File: src/design/gbb_pkg.sv
// gbb_pkg: shared types and constants of the glyph bitmap blitter
// holds the request codes, the queued item layout and status structs
// depends on nothing
package gbb_pkg;

   // request codes as they arrive on req_type
   localparam logic [1:0] REQ_BLIT  = 2'd0;
   localparam logic [1:0] REQ_CLEAR = 2'd1;
   localparam logic [1:0] REQ_READ  = 2'd2;

   // configuration register indexes
   localparam logic CSR_SCALE  = 1'b0;
   localparam logic CSR_ROTATE = 1'b1;

   // scale codes that draw something
   localparam logic [1:0] SCALE_SINGLE = 2'd1;
   localparam logic [1:0] SCALE_DOUBLE = 2'd2;

   // byte constants
   localparam logic [7:0] BIT_MSB    = 8'h80;
   localparam logic [7:0] BYTE_WHITE = 8'hff;

   // signed pixel coordinate width, wide enough for origin, offset and rotation
   localparam int COORD_W = 14;

   // queue between front and back
   localparam int QUEUE_DEPTH = 4;
   localparam int QPTR_W      = $clog2(QUEUE_DEPTH);

   // what the back end has to do with an item
   typedef enum logic [1:0] {
      K_BLIT,
      K_CLEAR,
      K_READ,
      K_NOP
   } kind_type;

   // one classified item as it waits in the queue
   typedef struct packed {
      kind_type           kind;
      logic signed [10:0] origin_x;
      logic signed [10:0] origin_y;
      logic [6:0]         column;
      logic [3:0]         row_byte;
      logic [7:0]         active;      // bit b set: glyph row row_byte*8+b is drawn
      logic               double_px;   // 2x2 blocks
      logic               cursor_set;  // cursor takes column at the end
      logic               read_ok;     // read address inside the store
      logic [13:0]        read_addr;
   } item_type;

   // queue status seen by the front and the back
   typedef struct packed {
      logic full;
      logic empty;
   } q_stat_type;

   // back end status
   typedef struct packed {
      logic busy;
      logic rsp_is_read;
   } back_stat_type;

endpackage

File: src/design/gbb_queue.sv
// gbb_queue: short fifo of classified items between front and back
// depends on gbb_pkg
module gbb_queue (
   input  logic                clock,
   input  logic                reset,
   input  logic                push,
   input  gbb_pkg::item_type   push_item,
   input  logic                pop,
   output gbb_pkg::item_type   pop_item,
   output gbb_pkg::q_stat_type q_stat
);

   gbb_pkg::item_type                 slots_ff [gbb_pkg::QUEUE_DEPTH];
   logic [gbb_pkg::QPTR_W-1:0]        wr_ptr_ff, wr_ptr_in;
   logic [gbb_pkg::QPTR_W-1:0]        rd_ptr_ff, rd_ptr_in;
   logic [gbb_pkg::QPTR_W:0]          count_ff, count_in;

   assign q_stat.full  = (count_ff == (gbb_pkg::QPTR_W + 1)'(gbb_pkg::QUEUE_DEPTH));
   assign q_stat.empty = (count_ff == '0);
   assign pop_item     = slots_ff[rd_ptr_ff];

   // pointer and fill count update
   always_comb begin
      wr_ptr_in = push ? wr_ptr_ff + 1'b1 : wr_ptr_ff;
      rd_ptr_in = pop  ? rd_ptr_ff + 1'b1 : rd_ptr_ff;
      count_in  = count_ff;
      if (push && !pop) begin
         count_in = count_ff + 1'b1;
      end else if (pop && !push) begin
         count_in = count_ff - 1'b1;
      end
   end

   always_ff @(posedge clock) begin
      if (reset) begin
         wr_ptr_ff <= '0;
         rd_ptr_ff <= '0;
         count_ff  <= '0;
      end else begin
         wr_ptr_ff <= wr_ptr_in;
         rd_ptr_ff <= rd_ptr_in;
         count_ff  <= count_in;
      end
   end

   // item storage
   always_ff @(posedge clock) begin
      if (push) begin
         slots_ff[wr_ptr_ff] <= push_item;
      end
   end

endmodule

File: config.mk
export PLATFORM = sky130hd
export DESIGN_NAME = gbb_queue
export DESIGN_NICKNAME = d
export VERILOG_FILES = /design/src/design/gbb_pkg.sv /design/src/design/gbb_queue.sv
export SDC_FILE = /design/constraint.sdc
export NUM_CORES = 1
export LEC_CHECK = 0
export BUFFER_PORTS_ARGS = -buffer_cell sky130_fd_sc_hd__buf_2
export CORE_ASPECT_RATIO = 1.25
export CORE_MARGIN = 4
export CORE_UTILIZATION = 45
export DETAILED_ROUTE_END_ITERATION = 8
export PLACE_DENSITY = 0.67
export SLEW_MARGIN = 20
export SYNTH_ARGS = -nofsm -noshare
export SYNTH_HDL_FRONTEND = slang
export SYNTH_SLANG_ARGS = --single-unit
File: constraint.sdc
create_clock -name clock -period 3.9 [get_ports clock]
set_input_delay 0.195 -clock clock [delete_from_list [all_inputs] [get_ports clock]]
set_output_delay 0.195 -clock clock [all_outputs]
set_load 0.05 [all_outputs]
Word-level counts from Yosys, hierarchy flattened
Memory sizes are Yosys's and may differ from the RTL's. A register that Yosys moved wholly into a read port is not among the register bits.
Index checks and enable logic that the tools add are counted.

word-level totals
  bits of input ports = 64
  RAM bits = 240
  flip-flop bits (word level) = 7
  memories = 1
  output and inout port bits = 62
  ROM bits = 0
  logic and storage cells = 21
  bits in latches = 0

memories
  memory    depth  width  rd ports  clocked after Yosys merged registers in  write ports  line             RTL
  slots_ff  4      60     1         1                                        1            gbb_queue.sv:13  gbb_pkg::item_type slots_ff [gbb_pkg::QUEUE_DEPTH];

cells by class
  shifts and indexed selects = 0
  muxes and demuxes = 6
  multiply operators = 0
  add/sub/neg operators = 4
  magnitude comparators = 0
  bitwise operators = 0
  div/mod/pow operators = 0
  eq/ne operators = 1
  reduce and logical (&&, ||, !) cells = 6

operators by type and width
  kind                                                                count
  3-bit 2-to-1 mux                                                    2
  2-bit by 1-bit adder with 2-bit output, second input constant       2
  2-bit 2-to-1 mux                                                    2
  3-bit by 1-bit adder with 3-bit output, second input constant       1
  3-bit == test, second input constant                                1
  3-bit logical NOT                                                   1
  3-bit by 1-bit subtractor with 3-bit output, second input constant  1
  1-bit logical AND                                                   2
  1-bit logical NOT                                                   2
  1-bit 2-to-1 mux                                                    2
  2-bit nonzero test                                                  1

Depth between registers and ports, before layout
  depth after elaboration = 4
  mapped depth = 7
  depth with buffers taken out = 7

Worst setup path before layout
OpenSTA, ideal clock, no wires.

  path type = flip-flop to flip-flop
  from = reg wr_ptr_ff[0] in the netlist's numbering
  to = mem slots_ff[2][0] in the netlist's numbering, enable pin
  period minus slack after synthesis = 2.382 ns
  path buffers = 0
  arrival = 1.958 ns
  required time = 3.476 ns
  library setup time = 0.424 ns
  stages on the path, launching flop included = 4
  slack = 1.518 ns
  cells stage by stage = dfxtp_1 -> inv_1 -> ha_1 -> and2_1

RTL lines
  element                 line             RTL
  from (decl)             gbb_queue.sv:14  logic [gbb_pkg::QPTR_W-1:0] wr_ptr_ff, wr_ptr_in;
  from (signal assigned)  gbb_queue.sv:40  wr_ptr_ff <= wr_ptr_in;
  to (decl)               gbb_queue.sv:13

Straight into the memory's write port.

==> metrics.md <==
| Metric | Value |
|---|---|
| Combined global-route utilization of all metal layers | `15.0%` |
| Initial Utilization | `45.5%` |
| Share of synthesized area occupied by flip-flops and latches | `80.7%` |
| Final worst path period need | `approximately 2.6 ns` |
| Power density normalized to cell area | `between 500 and 600 nW/um^2` |
| Number of buffers added by the clock tree synthesis step | `23` |
| Internal power | `around 0.0045 W` |
| Clock sink count | `249` |
| Kind of start point of the critical path | `flip-flop` |
| Type of the worst setup path | `reg -> out` |
| Proportion of power drawn by the clock network | `33.4%` |
| Number of inserted filler cells in the final layout | `1544` |
| Height of the die | `167 um` |
| Area of the core | `20100 um^2` |
| Pin slew with the least headroom to its limit | `0.986 ns` |
| Switching power total | `0.00153 W` |
| Area growth, synth to finish | `23.0%` |
| Worst Skew | `0.00989 ns` |
| Total Nets Final | `approximately 630` |
| Final critical-path share of the clock period | `67.1%` |
| H-tree Lvls | `1` |
| Max rail drop VDD | `0.357 mV` |
| Sw Share | `25.3%` |
| Number of routed nets with antenna violations | `0` |
| Detail Placement HPWL | `around 9.3 mm` |
| Post-route insts no fill | `roughly 840` |
| Global placer's final weighted congestion | `0.690` |
| Post-synthesis cell area | `9150 um^2` |
| Number of warnings issued by yosys | `0` |
| Area of the multi-input gates | `1590 um^2` |
| Largest net degree at the start of global routing | `61` |
| Hold Fails Final Rpt | `0` |
| CTS Buffer Depth | `3` |
| Detailed-route DRC error count | `0` |
| Distinct cell type count after synthesis | `22` |
| CTS tree | `done` |
| Area enclosed by the die boundary | `22700 um^2` |
| Tightest hold margin | `0.0426 ns` |
| Number of antenna violations at the first check in global routing | `1` |
| Required time reported for the critical path endpoint | `3.70 ns` |
| DRT Wirelength | `around 17 mm` |
| Critical Path Sink Type | `output pin` |
| Leading cell types in the layout, fill and taps excluded | `240 x sky130_fd_sc_hd__edfxtp_1, 125 x sky130_fd_sc_hd__buf_2, 61 x sky130_fd_sc_hd__dlygate4sd3_1` |
| Number of instances in the synthesized netlist | `roughly 360` |
| Wire length of the first global-routing pass | `26.3 mm` |
| Dpl cells | `739` |
| Max-Cap Viols | `0` |
| Seq pwr share | `52.1%` |
| Average instance area after synthesis | `25.6 um^2` |
| Number of vias after detailed routing | `4271` |
| Final global-route overflow total | `0` |
| Aggregate negative setup slack | `0 ns` |
| Reg area | `7390 um^2` |
| Clk root buf | `sky130_fd_sc_hd__clkbuf_16` |
| Post-CTS repair timing setup buffer count | `0` |
| Most common cell after layout, fill and taps aside | `sky130_fd_sc_hd__edfxtp_1` |
| Proportion of power drawn by combinational gates | `14.5%` |
| Number of placed I/O pins | `126` |
| Clock slew seen by the registers of the worst setup and hold paths | `0.06 ns` |
| Vias per cell | `5.09` |
| Data arrival time of the critical path | `2.42 ns` |
| Number of nets in the synthesized netlist | `approximately 430` |
| Die X | `136 um` |
| DRT iter0 DRCs | `210` |
| Average detailed-routed wire length per instance | `20.0 um` |
| Design Area, Final | `11300 um^2` |
| Highest attainable clock frequency | `382 MHz` |
| Number of cell rows | `58` |
| Pre-Repair DR Iteration Count | `6` |
| Number of max-slew violations in the final report | `0` |
| Cell Area, Placed | `9980 um^2` |
| Largest fanout on the critical path | `33` |
| Setup repair after global routing missed its margin | `false` |
| Tightest slew margin relative to the limit | `34.3%` |
| # port buffers | `around 130` |
| Leakage | `roughly 3.8 nW` |
| Latest clock arrival within the worst-skew pair | `0.49 ns` |
| Worst hold path type | `in -> reg` |
| Number of global-route vias before repair | `4742` |
| Final setup viols | `0` |
| Outcome | `finished, final reports clean` |
| Synthesized flop and latch total | `249` |
| Fraction of layout instances using a drive strength above 1 | `38.9%` |
[registers in the layout, indices dropped and copies added (netlist names), named ones only]
| name | flops |
|---|---|
| slots_ff | 240 |
| count_ff | 3 |
| rd_ptr_ff | 2 |
| wr_ptr_ff | 2 |
[power groups by stage]
| stage | Combinational (W) | Clock (W) | Sequential [W] |
|---|---|---|---|
| 2_1_floorplan | 0.000682 | 0 | 0.00316 |
| 3_3_place_gp | 0.000827 | 0 | 0.00320 |
| 3_5_place_dp | 0.000837 | 0 | 0.00321 |
| 4_1_cts | 0.000890 | 0.00208 | 0.00315 |
| 5_1_grt | 0.000926 | 0.00220 | 0.00316 |
| 6_report | 0.000875 | 0.00202 | 0.00315 |
[path summary, 6_finish.rpt]
path                        startpoint                   endpoint  slack (ns)  cells after the start
min reg2reg   count_ff[2]$_SDFFE_PP0P_   count_ff[2]$_SDFFE_PP0P_        0.52                      2
max reg2reg  wr_ptr_ff[0]$_SDFFE_PP0P_  slots_ff[3][18]$_DFFE_PP_        2.10                      2
min                                pop  rd_ptr_ff[0]$_SDFFE_PP0P_        0.04                      3
max                          flip-flop               pop_item[42]        1.28                      3
[cells in the mapped netlist]
cell type                  number  area, um^2
sky130_fd_sc_hd__buf_1          1        3.75
sky130_fd_sc_hd__edfxtp_1     240        7210
sky130_fd_sc_hd__buf_6          1        11.3
sky130_fd_sc_hd__fa_1           1        20.0
sky130_fd_sc_hd__ha_1           5        62.6
sky130_fd_sc_hd__xnor2_1        2        17.5
sky130_fd_sc_hd__nor2_1         7        26.3
sky130_fd_sc_hd__dfxtp_1        9         180
sky130_fd_sc_hd__or3_1          1        6.26
sky130_fd_sc_hd__buf_12         6         120
sky130_fd_sc_hd__nand2_1        1        3.75
sky130_fd_sc_hd__mux4_2        60        1350
sky130_fd_sc_hd__inv_1          4        15.0
sky130_fd_sc_hd__o21ai_0        1        5.00
sky130_fd_sc_hd__and2_1         4        25.0
sky130_fd_sc_hd__nor3b_1        1        7.51
sky130_fd_sc_hd__buf_2          6        30.0
sky130_fd_sc_hd__xor2_1         3        26.3
sky130_fd_sc_hd__mux2i_1        2        20.0
sky130_fd_sc_hd__a21oi_1        1        5.00
sky130_fd_sc_hd__nor3_1         1        5.00
sky130_fd_sc_hd__clkbuf_1       1        3.75
[through the flow]
| stage | total power, W | setup WS (ns) | util, % |
|---|---|---|---|
| 2_1_floorplan | 0.00384 | 1.52 | - |
| 3_3_place_gp | 0.00403 | 1.70 | 49.7 |
| 3_5_place_dp | 0.00405 | 1.70 | 49.7 |
| 4_1_cts | 0.00612 | 1.16 | 56.0 |
| 5_1_grt | 0.00628 | 1.07 | 56.0 |
| 6_report | 0.00604 | 1.28 | 56.0 |
[repair_timing]
item                                    in CTS  in global routing
hold endpoints to repair                   249                  0
resized for setup                            0                  0
hold buffers                                61                  0
endpoints found under the setup margin       0                  0
[layout make-up]
type	instances	area share [%]
multi-input cells	90	14.1
clock inverters	9	0.589
well taps	270	3.00
clock buffers	29	5.31
flip-flops and latches	249	65.7
diodes	1	0.0222
inverters	4	0.133
repair buffers	187	11.2
[kinds of logic after synthesis]
kind of cell / Yosys count / synth area share (%)
DFF: 249 / 80.7
xor gates and xnor gates: 5 / 0.479
and+or+nand+nor: 15 / 0.807
adders and majority gates: 6 / 0.902
AOI/OAI and AO/OA: 2 / 0.109
buffers and inverters: 19 / 2.01
muxes: 62 / 15.0
[routing by layer]
| metal | vias to the layer above | global-route usage [%] | wire length, um |
|---|---|---|---|
| li1 | 1905 | - | - |
| met1 | 2218 | 19.2 | 6650 |
| met2 | 120 | 26.4 | 8980 |
| met3 | 28 | 2.34 | 739 |
| met4 | 0 | 4.69 | 368 |
| met5 | - | 0 | 0 |
[worst max-delay path: stages, from the launching register on]
cell and delay, ns:
sky130_fd_sc_hd__dfxtp_4 0.74, sky130_fd_sc_hd__buf_12 0.36, sky130_fd_sc_hd__mux4_2 0.56, sky130_fd_sc_hd__buf_2 0.23
(Power assumes the default switching activity.)
