[config.mk]
export PLATFORM = sky130hd
export DESIGN_NAME = gbb_front
export DESIGN_NICKNAME = d
export VERILOG_FILES = /design/src/design/gbb_pkg.sv /design/src/design/gbb_front.sv
export SDC_FILE = /design/constraint.sdc
export NUM_CORES = 1
export LEC_CHECK = 0
export BUFFER_PORTS_ARGS = -buffer_cell sky130_fd_sc_hd__buf_2
export CAP_MARGIN = 20
export CORE_MARGIN = 2
export CORE_UTILIZATION = 29
export DETAILED_ROUTE_END_ITERATION = 10
export GPL_TIMING_DRIVEN = 0
export PLACE_DENSITY = 0.95
export SLEW_MARGIN = 20
export SYNTH_ARGS = -nofsm -noshare
export SYNTH_HDL_FRONTEND = slang
export SYNTH_SLANG_ARGS = --single-unit
[constraint.sdc]
create_clock -name vclk -period 1.2
set_input_delay 0.06 -clock vclk [all_inputs]
set_output_delay 0.06 -clock vclk [all_outputs]
set_load 0.01 [all_outputs]
[src/design/gbb_pkg.sv]
// gbb_pkg: shared types and constants of the glyph bitmap blitter
// holds the request codes, the queued item layout and status structs
// depends on nothing
package gbb_pkg;

   // request codes as they arrive on req_type
   localparam logic [1:0] REQ_BLIT  = 2'd0;
   localparam logic [1:0] REQ_CLEAR = 2'd1;
   localparam logic [1:0] REQ_READ  = 2'd2;

   // configuration register indexes
   localparam logic CSR_SCALE  = 1'b0;
   localparam logic CSR_ROTATE = 1'b1;

   // scale codes that draw something
   localparam logic [1:0] SCALE_SINGLE = 2'd1;
   localparam logic [1:0] SCALE_DOUBLE = 2'd2;

   // byte constants
   localparam logic [7:0] BIT_MSB    = 8'h80;
   localparam logic [7:0] BYTE_WHITE = 8'hff;

   // signed pixel coordinate width, wide enough for origin, offset and rotation
   localparam int COORD_W = 14;

   // queue between front and back
   localparam int QUEUE_DEPTH = 4;
   localparam int QPTR_W      = $clog2(QUEUE_DEPTH);

   // what the back end has to do with an item
   typedef enum logic [1:0] {
      K_BLIT,
      K_CLEAR,
      K_READ,
      K_NOP
   } kind_type;

   // one classified item as it waits in the queue
   typedef struct packed {
      kind_type           kind;
      logic signed [10:0] origin_x;
      logic signed [10:0] origin_y;
      logic [6:0]         column;
      logic [3:0]         row_byte;
      logic [7:0]         active;      // bit b set: glyph row row_byte*8+b is drawn
      logic               double_px;   // 2x2 blocks
      logic               cursor_set;  // cursor takes column at the end
      logic               read_ok;     // read address inside the store
      logic [13:0]        read_addr;
   } item_type;

   // queue status seen by the front and the back
   typedef struct packed {
      logic full;
      logic empty;
   } q_stat_type;

   // back end status
   typedef struct packed {
      logic busy;
      logic rsp_is_read;
   } back_stat_type;

endpackage

[src/design/gbb_front.sv]
// gbb_front: request handshake and classification of items
// works out which glyph rows draw and whether the cursor moves
// depends on gbb_pkg
module gbb_front #(
   parameter int FRAME_WIDTH  = 400,
   parameter int FRAME_HEIGHT = 300
) (
   input  logic                req_valid,
   output logic                req_ready,
   input  logic [1:0]          req_type,
   input  logic signed [10:0]  req_origin_x,
   input  logic signed [10:0]  req_origin_y,
   input  logic [6:0]          req_column,
   input  logic [3:0]          req_row_byte,
   input  logic [7:0]          req_glyph_height,
   input  logic [7:0]          req_bits,
   input  logic [13:0]         req_read_addr,
   input  logic [1:0]          scale,
   input  gbb_pkg::q_stat_type q_stat,
   output logic                push,
   output gbb_pkg::item_type   push_item
);

   localparam int ROW_BYTES   = (FRAME_WIDTH + 7) / 8;
   localparam int STORE_BYTES = ROW_BYTES * FRAME_HEIGHT;

   logic       scale_ok;
   logic [7:0] active;

   // take an item whenever the queue has room
   assign req_ready = !q_stat.full;
   assign push      = req_valid && req_ready;

   assign scale_ok = (scale == gbb_pkg::SCALE_SINGLE) || (scale == gbb_pkg::SCALE_DOUBLE);

   // rows with a set bit and below the glyph height, at a drawing scale, msb first
   always_comb begin
      for (int b = 0; b < 8; b++) begin
         active[b] = req_bits[7 - b] && scale_ok &&
                     ({1'b0, req_row_byte, 3'(b)} < req_glyph_height);
      end
   end

   // classify the item
   always_comb begin
      push_item            = '0;
      push_item.origin_x   = req_origin_x;
      push_item.origin_y   = req_origin_y;
      push_item.column     = req_column;
      push_item.row_byte   = req_row_byte;
      push_item.read_addr  = req_read_addr;
      push_item.read_ok    = (32'(req_read_addr) < 32'(STORE_BYTES));
      push_item.double_px  = (scale == gbb_pkg::SCALE_DOUBLE);
      case (req_type)
         gbb_pkg::REQ_BLIT: begin
            push_item.kind       = gbb_pkg::K_BLIT;
            push_item.active     = active;
            push_item.cursor_set = (scale == gbb_pkg::SCALE_SINGLE) && (|active);
         end
         gbb_pkg::REQ_CLEAR: begin
            push_item.kind = gbb_pkg::K_CLEAR;
         end
         gbb_pkg::REQ_READ: begin
            push_item.kind = gbb_pkg::K_READ;
         end
         default: begin
            push_item.kind = gbb_pkg::K_NOP;
         end
      endcase
   end

endmodule

* Word-level counts from Yosys, hierarchy flattened
Cells that the tools add are included.
Storage, ports and cells: bits in registers 0, output and inout bits 62, input port bits 70, word-level logic and storage cells 38
Cells by class: reduce and logical (&&, ||, !) cells 22, mux-type cells 3, $lt $le $gt $ge 9, equal/unequal tests 4
Operators by type and width (count):
- 7-bit by 8-bit < comparator with 1-bit output | 8
- 1-bit logical AND | 18
- 14-bit < comparator (second input constant) | 1
- 8-bit 2-to-1 mux | 1
- 8-bit OR reduction | 1
- 2-bit case mux with 3 select lines | 1
- 2-bit by 1-bit == test with 1-bit output (second input constant) | 2
- 2-bit == test (second input constant) | 2
- 2-bit zero test | 1
- 1-bit zero test | 1
- 1-bit logical OR | 1
- 1-bit 2-to-1 mux | 1

* Logic depth before layout (Yosys ltp)
Gate-level depths: netlist of run 1.
depth in word-level cells 7, mapped depth 6, depth with buffers taken out 6

* Worst setup path before layout of run 1
OpenSTA, ideal clock, no wires.
path type input to output, start point in req_row_byte[0], end point out push_item[22] in the netlist's numbering, slack -0.067 ns, buffers on the path 0, required time 1.140 ns, cell stages on the path 6, arrival 1.207 ns, cell sequence inv_1 ha_1 nor2b_1 o21ai_2 o211ai_2 nor3b_1
RTL lines:
- start, declared | line gbb_front.sv:14 | input logic [3:0] req_row_byte,
- end, declared | line gbb_front.sv:21 | output gbb_pkg::item_type push_item

==> summary.txt, run 1 <==
Worst Path Required: 1.14 ns
Int Pwr: 0.000310 W
final hold vios: 0
total gr overflow: 0
max-slew violations: 0
# fillers: 218
power per cell area: 357 nW/um^2
initial antenna violation count: 0
1st-iter DRT viols: 10
core area: 2520 sq um
Post-Syn Area: 788 sq um
Worst Setup SP: req_glyph_height[5]
DRC violations left: 0
Hold Path Class: primary input to output pin
Final ANT Viol Nets: 0
Register Area: 0 sq um
Clk pwr share: 0%
status: complete, but fails checks
period utilization: 113%
# nets final: 294
Tot GR Track Use: 16.8%
first-pass GRT wire length: 4470 um
Post-DP HPWL: 2310 um
vias in the first global route: 1104
FFs & Latches: 0
Port Buffers: 99
crit start category: primary input
P&R area growth vs syn: 97.5%
unrepaired setup endpoints after global routing: true
via count: 1082
# clk buffers: 0
largest net degree at the start of global routing: 7
Leak: 0.898 nW
Distinct cells, synth: 27
Gate Count Post-Synth: 113
DR vias/cell: 4.42
maximum vdd drop: 0.218 mV
NetSw: 0.000246 W
Net Sw Frac: 44.2%
die span in y: 56.1 um
Worst-Margin Slew: 0.280 ns
# rows: 18
# setup viols final: 9
Avg WL per Cell: 11.6 um
CP Capture Type: output pin
minimum clock period: 1.36 ns
Slew HR: 81.3%
fin cells: 245
WP data arrival: 1.30 ns
final worst slack: -0.159 ns
Detailed Routing Iterations Pass 1: 4
antenna cells: 0
io pins: 132
Sequential Power Share: 0%
final core utilization: 61.7%
failing checks: negative setup slack
chip width: 56.1 um
fmax: 0.736 GHz
dpl cells: 242
area of the multi-input gates: 547 sq um
Avg Synthesized Cell Area: 6.98 sq um
post-synthesis sequential area ratio: 0%
crit-path max FO: 4
combinational share of power: 100.0%
Crit Path Class: primary input to output pin
Mapped Nets: 190
Synth warnings: 0
RePlAce Congestion: 0.764
# Max-Cap Violations: 0
drt total wl: 2840 um
share of cells above drive strength 1: 81.9%
die area: 3150 sq um
Hold Path Origin: req_column[0]
Initial Utilization: 31.3%
[metrics by stage]
step | power [W] | hold WS [ns] | area (sq um) | setup slack (ns) | TNS [ns]
floorplan | 0.000270 | 0.164 | 798 | 0.0146 | 0
global placement | 0.000445 | 0.304 | 1330 | -0.248 | -1.90
detailed placement | 0.000458 | 0.304 | 1330 | -0.288 | -2.00
CTS | 0.000547 | 0.304 | 1540 | -0.121 | -0.455
global route | 0.000601 | 0.306 | 1560 | -0.197 | -1.21
finish | 0.000556 | 0.303 | 1560 | -0.159 | -0.655
[power groups by stage]
stage / Sequential (W) / Clock (W) / Combinational (W)
global placement: 0 / 0 / 0.000445
detailed placement: 0 / 0 / 0.000458
finish: 0 / 0 / 0.000556
global route: 0 / 0 / 0.000601
floorplan: 0 / 0 / 0.000270
CTS: 0 / 0 / 0.000547
[worst max-delay path, stage by stage]
cell	delay, ns
buf_6	0.10
inv_4	0.05
ha_4	0.20
a21o_1	0.18
a21oi_4	0.20
o211ai_4	0.14
nor3b_2	0.22
buf_2	0.16
[final timing paths]
kind	depth (start not counted)	slack [ns]	to
max	8	-0.16	push_item[22]
min	2	0.30	push_item[29]
[synthesized netlist by cell type]
cell       number  area, sq um
nand2_1         5         18.8
a2bb2oi_1       1         8.76
nand3_1         2         10.0
nor3b_1         3         22.5
nor2b_1         4         25.0
o21ai_2         1         8.76
a21oi_2         1         8.76
nor3_1          1         5.00
o21ai_1         2         10.0
a21o_1          1         7.51
nor2_1          9         33.8
ha_1            7         87.6
nor3b_2         1         12.5
a41oi_1         1         8.76
o21ai_0         2         10.0
and4b_4         1         13.8
clkbuf_1        2         7.51
buf_4          47          353
a211o_1         1         8.76
nand4b_1        1         8.76
nand4_2         1         12.5
o211ai_1        1         7.51
o211ai_2        2         25.0
o2111ai_1       1         8.76
inv_1          10         37.5
o31ai_1         1         7.51
a21oi_1         4         20.0
[routing by layer]
metal  routed length [um]  global-route usage, %  part of all wire [%]
met1                  792                   13.2                    28
met3                  347                   4.88                    12
met5                    0                      0                     0
met4                    0                  0.340                     0
met2                 1700                   39.3                    60
[final cells by class]
type	instances	area share (%)
plain buffers	49	23.2
multi-input cells	54	35.1
inverters	10	2.57
repair buffers	102	36.7
well taps	30	2.41
[layout by cell type (no fill, tap or decap), drive strengths merged]
cell	instances
a211o	1
a21o	1
a21oi	5
a2bb2oi	1
a41oi	1
and4b	1
buf	149
clkbuf	2
ha	7
inv	10
nand2	5
nand3	2
nand4	1
nand4b	1
nor2	9
nor2b	4
nor3	1
nor3b	4
o2111ai	1
o211ai	3
o21ai	5
o31ai	1
[what timing repair did]
action / in CTS / in global routing
setup endpoints to repair: 9 / 9
pin swaps: 20 / 5
gates cloned: 0 / 0
resized for setup: 34 / 3
setup buffers: 3 / 0
hold buffers: 0 / 0
[kinds of logic (layout without fill, tap and decap cells)]
group	count (synthesis)	after routing	share of synthesized area, %
AOI/OAI and AO/OA	19	19	17.8
adders and majority gates	7	7	11.1
buffers and inverters	59	161	50.5
and+or+nand+nor	28	28	20.6
Note: power is estimated with default switching activity, not from simulation.
==> inputs of run 2 (changes only) <==
--- a/config.mk
+++ b/config.mk
@@ -8,10 +8,10 @@
 export BUFFER_PORTS_ARGS = -buffer_cell sky130_fd_sc_hd__buf_2
 export CAP_MARGIN = 20
 export CORE_MARGIN = 2
-export CORE_UTILIZATION = 29
+export CORE_UTILIZATION = 26
 export DETAILED_ROUTE_END_ITERATION = 10
 export GPL_TIMING_DRIVEN = 0
-export PLACE_DENSITY = 0.95
+export PLACE_DENSITY = 0.92
 export SLEW_MARGIN = 20
 export SYNTH_ARGS = -nofsm -noshare
 export SYNTH_HDL_FRONTEND = slang
==> constraint.sdc (replaced) <==
create_clock -name vclk -period 1.25
set_input_delay 0.0625 -clock vclk [all_inputs]
set_output_delay 0.0625 -clock vclk [all_outputs]
set_load 0.01 [all_outputs]
==> summary.txt, run 2 (synthesized netlist as in run 1, its figures left out) <==
status: complete, but fails checks
unrepaired setup endpoints after global routing: true
Net Sw Frac: 43.5%
cts hold-fix bufs: 0
most frequent cells in the layout: buf_2 (91), buf_4 (53), buf_6 (8)
crit start category: primary input
failing checks: negative setup slack
io pins: 132
final hold vios: 0
Crit Path Class: primary input to output pin
Hold Path Class: primary input to output pin
Sequential Power Share: 0%
Slew HR: 80.7%
# nets final: 297
FFs & Latches: 0
first-pass GRT wire length: 3480 um
# clk buffers: 0
NetSw: 0.000233 W
Leak: 0.911 nW
Worst-Margin Slew: 0.289 ns
crit-path max FO: 4
Place WS: -0.235 ns
Finished Cell Area: 1590 sq um
DR vias/cell: 4.20
Detailed Routing Iterations Pass 1: 4
vias in the first global route: 833
CP max stage delay: 0.29 ns
minimum clock period: 1.36 ns
drt total wl: 2580 um
WP data arrival: 1.30 ns
power per cell area: 337 nW/um^2
area of the multi-input gates: 554 sq um
DRC violations left: 0
Int Pwr: 0.000303 W
Tot GR Track Use: 12.2%
CP max stage cell: and4b_4
die span in y: 59.1 um
maximum vdd drop: 0.179 mV
# rows: 19
Register Area: 0 sq um
Avg WL per Cell: 10.4 um
1st-iter DRT viols: 13
total gr overflow: 0
share of cells above drive strength 1: 82.6%
most frequent CP cell: buf_6
Worst Path Buf+Inv: 4
Final ANT Viol Nets: 0
CP Capture Type: output pin
via count: 1046
initial antenna violation count: 0
die area: 3490 sq um
# Max-Cap Violations: 0
# fillers: 265
final worst slack: -0.114 ns
combinational share of power: 100.0%
Clk pwr share: 0%
leading cell type in the layout, fill and taps excluded: buf_2
Port Buffers: 99
fmax: 0.733 GHz
largest net degree at the start of global routing: 7
core area: 2830 sq um
# setup viols final: 8
max-slew violations: 0
chip width: 59.1 um
Initial Utilization: 27.9%
Post-DP HPWL: 2210 um
worst-path cell chain: buf_6 -> inv_4 -> ha_4 -> and4b_4 -> o21ai_4 -> o21ai_2 -> buf_4 -> nor2_4 -> buf_6
Worst Path Required: 1.19 ns
RePlAce Congestion: 0.783
DP Area: 1330 sq um
P&R area growth vs syn: 101%
period utilization: 109%
Worst path top cell family by delay: buffers and inverters
antenna cells: 0
[run 2: changes by cell type in the layout (fill, tap and decap cells not counted)]
cell | previous run | this run
buf_4 | 50 | 53
nand3_4 | 1 | 0
inv_4 | 1 | 2
o21ai_2 | 2 | 1
nand3_2 | 0 | 1
nor2_1 | 8 | 7
buf_8 | 1 | 0
inv_2 | 3 | 2
o21ai_4 | 1 | 2
nor2_4 | 0 | 1
buf_6 | 7 | 8
[run 2: layout make-up]
cell class / instances / share of cell area, %
Timing Repair Buffer: 105 / 37.2
Tap cell: 31 / 2.44
Buffer: 49 / 22.7
Multi-Input combinational cell: 54 / 34.9
Inverter: 10 / 2.68
[run 2: routing by layer]
layer / wire, um / vias to the layer above / global-route usage (%)
li1: - / 539 / -
met1: 820 / 447 / 12.3
met2: 1440 / 60 / 25.6
met3: 320 / 0 / 3.28
met4: 0 / 0 / 0
met5: 0 / - / 0
[run 2: worst paths after layout]
check / start / to / depth (start not counted)
worst max-delay path: req_glyph_height[6] / push_item[17] / 9
worst min-delay path: req_origin_x[5] / push_item[52] / 2
[run 2: repair_timing]
item / CTS / global route
setup endpoints to repair: 9 / 9
pin swaps: 23 / 12
endpoints found under the hold margin: 0 / 0
setup buffers: 5 / 1
resized for setup: 34 / 5
[run 2: power by group through the flow]
stage	clock network, W	logic [W]	registers [W]
after global placement	0	0.000426	0
final	0	0.000535	0
after floorplan	0	0.000259	0
after detailed placement	0	0.000437	0
after CTS	0	0.000529	0
after global routing	0	0.000580	0
[run 2: metrics by stage]
stage | power, W | instances | setup TNS, ns | hold slack [ns] | util (%)
after floorplan | 0.000259 | 113 | 0 | 0.169 | -
after global placement | 0.000426 | 243 | -1.44 | 0.309 | 47.1
after detailed placement | 0.000437 | 243 | -1.61 | 0.309 | 47.1
after CTS | 0.000529 | 248 | -0.340 | 0.309 | 55.1
after global routing | 0.000580 | 249 | -1.02 | 0.312 | 56.1
final | 0.000535 | 249 | -0.461 | 0.308 | 56.1
==> inputs of run 3 (changes only) <==
--- a/config.mk
+++ b/config.mk
@@ -6,12 +6,12 @@
 export NUM_CORES = 1
 export LEC_CHECK = 0
 export BUFFER_PORTS_ARGS = -buffer_cell sky130_fd_sc_hd__buf_2
-export CAP_MARGIN = 20
 export CORE_MARGIN = 2
 export CORE_UTILIZATION = 26
 export DETAILED_ROUTE_END_ITERATION = 10
 export GPL_TIMING_DRIVEN = 0
 export PLACE_DENSITY = 0.92
+export RECOVER_POWER = 100
 export SLEW_MARGIN = 20
 export SYNTH_ARGS = -nofsm -noshare
 export SYNTH_HDL_FRONTEND = slang
==> summary.txt, run 3 (synthesized netlist as in run 1, its figures left out) <==
crit start category: primary input
Worst-Margin Slew: 0.289 ns
via count: 1048
Worst Setup SP: req_glyph_height[6]
chip width: 59.1 um
DR vias/cell: 4.21
first-pass GRT wire length: 3480 um
end of the critical path: push_item[17]
most frequent CP cell: buf_6
met1 usage: 12.3%
fmax: 0.733 GHz
Port Buffers: 99
worst-path cell chain: buf_6 -> inv_4 -> ha_4 -> and4b_4 -> o21ai_4 -> o21ai_2 -> buf_4 -> nor2_4 -> buf_6
core area: 2830 sq um
NetSw: 0.000236 W
setup TNS: -0.460 ns
total gr overflow: 0
final worst slack: -0.114 ns
max-slew violations: 0
# rows: 19
Crit Path Class: primary input to output pin
Net Sw Frac: 45.8%
Avg WL per Cell: 10.4 um
minimum clock period: 1.36 ns
most frequent cells in the layout: clkbuf_1 (55), buf_4 (53), buf_2 (38)
CP max stage delay: 0.29 ns
Leak: 0.765 nW
Crit path depth: 9
initial antenna violation count: 0
antenna cells: 0
Hold Path Class: primary input to output pin
Worst path top cell family by delay: buffers and inverters
period utilization: 109%
Final ANT Viol Nets: 0
WP data arrival: 1.30 ns
Worst Path Buf+Inv: 4
maximum vdd drop: 0.175 mV
# Max-Cap Violations: 0
leading cell type in the layout, fill and taps excluded: clkbuf_1
GRT Max-Usage Layer: met2
area of the multi-input gates: 554 sq um
power per cell area: 339 nW/um^2
Tot GR Track Use: 12.2%
largest net degree at the start of global routing: 7
Detailed Routing Iterations Pass 1: 4
DRC violations left: 0
1st-iter DRT viols: 7
crit-path max FO: 4
share of cells above drive strength 1: 58.3%
drt total wl: 2600 um
Initial Utilization: 27.9%
die span in y: 59.1 um
vias in the first global route: 833
Worst Path Required: 1.19 ns
Register Area: 0 sq um
# nets final: 297
GR Util met2: 25.6%
final core utilization: 53.7%
# fillers: 288
CP max stage cell: and4b_4
P&R area growth vs syn: 92.9%
die area: 3490 sq um
final hold vios: 0
unrepaired setup endpoints after global routing: true
io pins: 132
Post-DP HPWL: 2210 um
combinational share of power: 100.0%
# setup viols final: 8
met3 Use GR: 3.28%
RePlAce Congestion: 0.783
Sequential Power Share: 0%
# clk buffers: 0
FFs & Latches: 0
Clk pwr share: 0%
failing checks: negative setup slack
CP Capture Type: output pin
Slew HR: 80.7%
Int Pwr: 0.000279 W
status: complete, but fails checks
## run 3: cell types whose count changed in the layout (fill, tap and decap cells not counted)
cell,previous run,this run
buf_2,91,38
clkbuf_1,2,55
## run 3: how the worst min path moves through the flow
| stage | end | depth (start not counted) | from | slack (ns) |
|---|---|---|---|---|
| finish | push_item[34] | 2 | req_column[5] | 0.33 |
| global placement | push_item[52] | 2 | req_origin_x[5] | 0.31 |
| floorplan | req_ready | 1 | q_stat[1] | 0.17 |
| global route | push_item[30] | 2 | req_column[1] | 0.34 |
| detailed placement | push_item[52] | 2 | req_origin_x[5] | 0.31 |
| CTS | push_item[52] | 2 | req_origin_x[5] | 0.31 |
## run 3: power by group through the flow
stage	logic [W]	registers, W	clock network [W]
floorplan	0.000259	0	0
global placement	0.000426	0	0
detailed placement	0.000437	0	0
CTS	0.000529	0	0
global route	0.000559	0	0
finish	0.000515	0	0
## run 3: repair_timing
action                                  CTS  global route
setup buffers                             5             1
pin swaps                                23            12
endpoints found under the setup margin    9             9
hold buffers                              0             0
hold endpoints to repair                  0             0
resized for setup                        34             5
## run 3: area by class of cell
type	count	area share (%)
Buffer	49	23.7
Inverter	10	2.80
Multi-Input combinational cell	54	36.5
Tap cell	31	2.55
Timing Repair Buffer	105	34.5
## run 3: per-stage QoR
stage	power [W]	hold slack, ns	instances	worst slack, ns	area (sq um)
2_1_floorplan	0.000259	0.169	113	0.0596	798
3_3_place_gp	0.000426	0.309	243	-0.199	1330
3_5_place_dp	0.000437	0.309	243	-0.235	1330
4_1_cts	0.000529	0.309	248	-0.0990	1560
5_1_grt	0.000559	0.338	249	-0.163	1520
6_report	0.000515	0.333	249	-0.114	1520
## run 3: metal layers
| metal | vias to the layer above | part of all wire [%] | routed length (um) |
|---|---|---|---|
| li1 | 539 | - | - |
| met1 | 451 | 33 | 856 |
| met2 | 58 | 55 | 1440 |
| met3 | 0 | 12 | 302 |
| met4 | 0 | 0 | 0 |
| met5 | - | 0 | 0 |
